$ cat src/lbgs_pkg.sv
// Package for the life board generation step block.
// Holds shared constants, codes, state encoding and the cell window type.
// No dependencies.
`default_nettype none

package lbgs_pkg;

  // Default board size.
  localparam int MAX_COLS_DEF = 64;
  localparam int MAX_ROWS_DEF = 64;

  // Configuration register port.
  localparam int REG_W     = 7;
  localparam int CFG_IDX_W = 2;
  localparam logic [CFG_IDX_W-1:0] REG_COLS = 2'd0;
  localparam logic [CFG_IDX_W-1:0] REG_ROWS = 2'd1;
  localparam logic [REG_W-1:0]     REG_RESET = 7'd64;

  // Neighbor counts of the life rule.
  localparam logic [3:0] NB_KEEP  = 4'd2;
  localparam logic [3:0] NB_BIRTH = 4'd3;

  // Operation codes of an input beat. The unused code acts as a read.
  typedef enum logic [1:0] {
    MODE_WRITE = 2'd0,
    MODE_STEP  = 2'd1,
    MODE_READ  = 2'd2
  } mode_t;

  // Sequencer states.
  typedef enum logic [2:0] {
    ST_CLEAR = 3'd0,
    ST_IDLE  = 3'd1,
    ST_LOOK  = 3'd2,
    ST_GEN   = 3'd3,
    ST_ISSUE = 3'd4,
    ST_DONE  = 3'd5
  } state_t;

  // Three vertically stacked cells of one column.
  typedef struct packed {
    logic up;
    logic cur;
    logic dn;
  } win_t;

endpackage

`default_nettype wire

$ cat src/lbgs_cell.sv
// One column cell: holds a three-row window of its column and applies the life rule.
// Depends on lbgs_pkg.
`default_nettype none

module lbgs_cell (
  input  wire logic          clk,
  input  wire logic          win_clr,
  input  wire logic          win_shift,
  input  wire logic          dn_in,
  input  wire logic          col_en,
  input  lbgs_pkg::win_t     left_win,
  input  lbgs_pkg::win_t     right_win,
  output lbgs_pkg::win_t     win_out,
  output logic               new_bit
);

  lbgs_pkg::win_t win_r;
  logic [3:0]     cnt;

  // The window moves down the board one row per shift.
  always_ff @(posedge clk) begin
    if (win_clr) begin
      win_r <= '0;
    end else if (win_shift) begin
      win_r.up  <= win_r.cur;
      win_r.cur <= win_r.dn;
      win_r.dn  <= dn_in;
    end
  end

  // Columns out of use look dead to their neighbors.
  assign win_out = col_en ? win_r : '0;

  // Count the eight neighbors and apply the rule; unused columns keep their bit.
  always_comb begin
    cnt = 4'(left_win.up) + 4'(left_win.cur) + 4'(left_win.dn)
        + 4'(win_r.up) + 4'(win_r.dn)
        + 4'(right_win.up) + 4'(right_win.cur) + 4'(right_win.dn);
    if (col_en) begin
      new_bit = (cnt == lbgs_pkg::NB_BIRTH) || ((cnt == lbgs_pkg::NB_KEEP) && win_r.cur);
    end else begin
      new_bit = win_r.cur;
    end
  end

endmodule

`default_nettype wire

$ cat src/lbgs_chain.sv
// Row of column cells: one new board row per cycle while win_shift is high.
// Depends on lbgs_pkg and lbgs_cell.
`default_nettype none

module lbgs_chain #(
  parameter int MAX_COLS = lbgs_pkg::MAX_COLS_DEF
) (
  input  wire logic                           clk,
  input  wire logic                           win_clr,
  input  wire logic                           win_shift,
  input  wire logic [MAX_COLS-1:0]            dn_row,
  input  wire logic [$clog2(MAX_COLS+1)-1:0]  eff_cols,
  output logic      [MAX_COLS-1:0]            new_row
);

  localparam int CE_W = $clog2(MAX_COLS + 1);

  lbgs_pkg::win_t wins [MAX_COLS];

  // Each cell sees its neighbors' windows; beyond the board edges all is dead.
  for (genvar c = 0; c < MAX_COLS; c++) begin : g_cell
    lbgs_pkg::win_t left_w;
    lbgs_pkg::win_t right_w;

    if (c == 0) begin : g_left_edge
      assign left_w = '0;
    end else begin : g_left
      assign left_w = wins[c-1];
    end

    if (c == MAX_COLS - 1) begin : g_right_edge
      assign right_w = '0;
    end else begin : g_right
      assign right_w = wins[c+1];
    end

    lbgs_cell u_cell (
      .clk       (clk),
      .win_clr   (win_clr),
      .win_shift (win_shift),
      .dn_in     (dn_row[c]),
      .col_en    (CE_W'(c) < eff_cols),
      .left_win  (left_w),
      .right_win (right_w),
      .win_out   (wins[c]),
      .new_bit   (new_row[c])
    );
  end

endmodule

`default_nettype wire

$ cat config.mk
export PLATFORM = sky130hd
export DESIGN_NAME = lbgs_chain
export DESIGN_NICKNAME = d
export VERILOG_FILES = /design/src/lbgs_pkg.sv /design/src/lbgs_cell.sv /design/src/lbgs_chain.sv
export SDC_FILE = /design/constraint.sdc
export NUM_CORES = 1
export LEC_CHECK = 0
export BUFFER_PORTS_ARGS = -buffer_cell sky130_fd_sc_hd__buf_2
export CELL_PAD_IN_SITES_DETAIL_PLACEMENT = 1
export CELL_PAD_IN_SITES_GLOBAL_PLACEMENT = 2
export CORE_ASPECT_RATIO = 1.2
export CORE_UTILIZATION = 42
export CTS_CLUSTER_SIZE = 8
export DETAILED_ROUTE_END_ITERATION = 7
export PLACE_DENSITY = 0.88
export SLEW_MARGIN = 20
export SYNTH_ARGS = -nofsm -noshare
export SYNTH_HDL_FRONTEND = slang
export SYNTH_SLANG_ARGS = --single-unit
$ cat constraint.sdc
create_clock -name clk -period 19.8 [get_ports clk]
set_clock_uncertainty 0.1 [all_clocks]
set_input_delay 5.94 -clock clk [delete_from_list [all_inputs] [get_ports clk]]
set_output_delay 5.94 -clock clk [all_outputs]
set_load 0.05 [all_outputs]
==> results.txt <==
crit-path max cell delay - 0.67 ns
wire length of the first global-routing pass - 86.1 mm
headroom to the max-slew limit - 0.349
number of global-route vias before repair - 17459
fraction of layout instances using a drive strength above 1 - 0.0902
register ranked first by flip-flop count - g_cell.u_cell.win_r
cell type of the slowest stage on the worst timing path - nor2_4
total power divided by cell area - 50.0 nW/µm²
TNS Setup - 0 ns
number of flip-flops in the largest register - 192
Worst Tran Pin Value - 0.976 ns
cells traversed along the worst timing path - buf_2 -> nor2_4 -> o21ai_0 -> and2_1 -> ha_1 -> inv_1 -> fa_1 -> inv_1 -> fa_1 -> fa_1 -> inv_1 -> fa_1 -> a211oi_1 -> mux2i_1 -> o21a_1 -> nor2_1 -> buf_2
Initial Utilization - 0.428
Highest Clock Rate - 59.7 MHz
die extent in x - 205 µm
Area growth syn-to-layout - 6.32%
half-perimeter wire length after detailed placement - 41.1 mm
number of detailed-routing iterations run before antenna repair - 4
CTS tree - yes
dominant cell type by count on the critical path - fa_1
total standard cell area after synthesis - 20700 µm²
Largest delay share family, worst path - adder cells
wire length after detailed routing - 50.8 mm
number of H-tree levels - 4
post-DR wirelength/cell - 16.9 µm
wire length on met3 - 1.62 mm
placeable core region - 48300 µm²
Final Wtd Congestion - 0.823
clock share of power - 0.334
dominant register cell in the synthesized netlist - dfxtp_1
hold bufs inserted after CTS - 0
Synth Register Bits - 192
Worst Path Max Fanout - 24
Clock Tree Root - clkbuf_16
overflow left after global routing - 0
top-level port count - 138
sequential area share after synthesis - 0.186
synthesized area divided by synthesized cell count - 8.85 µm²
total clock sinks - 192
Overall Global Routing Usage - 0.219
leakage power of the design - 11.2 nW
remaining antenna violation count - 0
worst min path class - reg2reg
count of flip-flops with a built-in enable after synthesis - 0
maximum count of clock buffers along a single path - 2
area enclosed by the die boundary - 50100 µm²
I/O Buffers - 137
Worst Path Class, Setup - in2out
routed via count divided by cell count - 5.05
switching power summed over all nets - 0.400 mW
type of element capturing the critical path - primary output
number of buffers added for setup after CTS - 0
initial antenna violation count - 5
total power after layout - 1.10 mW
length of routed met2 wiring - 27.4 mm
number of distinct library cells after synthesis - 51
post-detailed-route DRC marker count - 0
maximum capacitance violations - 0
source-to-sink clock delay at the later pin of the worst-skew pair - 0.50 ns
number of gates resized after CTS - 0
number of placement rows - 88
total number of vias - 15225
run status - finished, final reports clean
Die Span Y - 245 µm
RSZ-0062 raised after global routing - false
Worst Path Buf+Inv - 5
maximum number of pins on one net before global-route repair - 131
syn_nets - 2852
internal power - 0.700 mW
highest metal layer used by the detailed router - met5
First DRT Iteration DRCs - 321
Comb power frac - 0.286
Final Cycle Share - 0.846
Final #Nets - 2886
Ys Warns - 0
IR drop worst, VDD - 0.0000565 V
min Tclk post-route - 16.75 ns
met1 routed wirelength after detailed routing - 20.6 mm
final slew viol count - 0
required time reported for the critical path endpoint - 13.76 ns
share of flip-flops with an asynchronous set or reset - 0
clock edge transition at the registers on the reported setup and hold paths - 0.07 ns
count of mapped cells out of synthesis - 2336
crit path launch type - primary input
largest registers - g_cell.u_cell.win_r (192)
switching power share of the total - 0.364
number of hold violations in the final report - 0
WHS - 0.398 ns
arrival time at the worst endpoint - 10.71 ns
sequential fraction of design power - 0.381
count of endpoints failing setup in the final report - 0
number of buffers created by CTS - 17
## metrics by stage
step	std cells	setup WS (ns)	utilization	area, µm²
floorplan	2336	4.14	-	20700
global placement	2981	3.15	0.443	21400
detailed placement	2981	2.98	0.443	21400
CTS	3013	2.98	0.455	22000
global route	3014	2.68	0.455	22000
finish	3014	3.05	0.455	22000
## logic make-up (layout without fill, tap and decap cells)
group | after synthesis | count (layout) | synth area share
multiplexers | 217 | 217 | 0.105
buffers and inverters | 623 | 670 | 0.130
AND/OR/NAND/NOR | 598 | 598 | 0.138
other | 0 | 1 | 0
AO/OA/AOI/OAI | 264 | 264 | 0.0820
adder cells (fa/ha/maj) | 442 | 442 | 0.359
flip-flops | 192 | 192 | 0.186
## cell usage after synthesis, drive strengths merged, types with 25 or more instances
cell,number,share of area
nand2b,42,0.013
a211oi,25,0.0091
fa,252,0.24
nand2,127,0.024
inv,497,0.090
a21oi,139,0.036
nand3,36,0.0092
buf,102,0.035
nor2,256,0.047
dfxtp,192,0.19
and2,107,0.032
ha,190,0.11
a21o,36,0.013
o21ai,32,0.010
mux2i,217,0.11
## power groups by stage
stage | clock (mW) | combinational, mW | sequential [mW]
final | 0.367 | 0.314 | 0.419
after global routing | 0.396 | 0.355 | 0.422
after CTS | 0.383 | 0.321 | 0.419
after detailed placement | 0 | 0.318 | 0.428
after global placement | 0 | 0.307 | 0.428
after floorplan | 0 | 0.257 | 0.421
## worst register-to-register path, delay by kind of cell (launching register included)
family        cells  cell delay (ns)
flops             1             0.49
simple gates      1             0.12
mux               1             0.12
## per-layer routing
| metal | vias to the layer above | global-route usage |
|---|---|---|
| met5 | - | 0 |
| met4 | 6 | 0.0647 |
| met3 | 58 | 0.0405 |
| met2 | 162 | 0.414 |
| met1 | 7701 | 0.243 |
| li1 | 7298 | - |
## layout make-up
cell class | instances | area [µm²]
antenna | 1 | 2.50
clock buffer | 20 | 447
clock inverter | 12 | 138
fill | 5740 | 26400
inverter | 497 | 1870
multi-input combinational | 1521 | 14200
sequential | 192 | 3840
tap | 630 | 788
timing repair buffer | 141 | 744
## cell usage in the layout (no fill, tap or decap), types with 3 or more instances in the layout
cell,netlist,routed
a211oi_1,25,25
buf_2,26,135
a21oi_1,129,129
nand3b_1,4,4
o21ai_0,14,14
dfxtp_1,192,192
fa_1,252,252
ha_1,190,190
and2_1,107,107
nor2_1,254,254
o21ai_2,14,14
buf_4,70,3
o21a_1,15,15
nand2b_1,42,42
o22a_1,3,3
a21oi_2,8,8
nor2b_1,14,14
clkinv_4,0,6
o2bb2ai_1,3,3
nor3_4,4,4
a21o_1,36,36
inv_1,496,496
nand2_1,125,125
nand3_1,34,34
mux2i_1,217,217
clkbuf_16,0,17
o21ai_1,4,4
## worst paths after layout
path / cells past startpoint / from / slack (ns) / to
min: 2 / g_cell[13].u_cell.win_r[2] / 0.40 / g_cell[13].u_cell.win_r[2]
min reg2reg: 2 / g_cell[13].u_cell.win_r[2] / 0.40 / g_cell[13].u_cell.win_r[2]
max: 17 / eff_cols[6] / 3.05 / new_row[26]
max reg2reg: 2 / g_cell[31].u_cell.win_r[0] / 18.91 / g_cell[31].u_cell.win_r[1]
No activity file was read; power rests on OpenSTA's default activity.
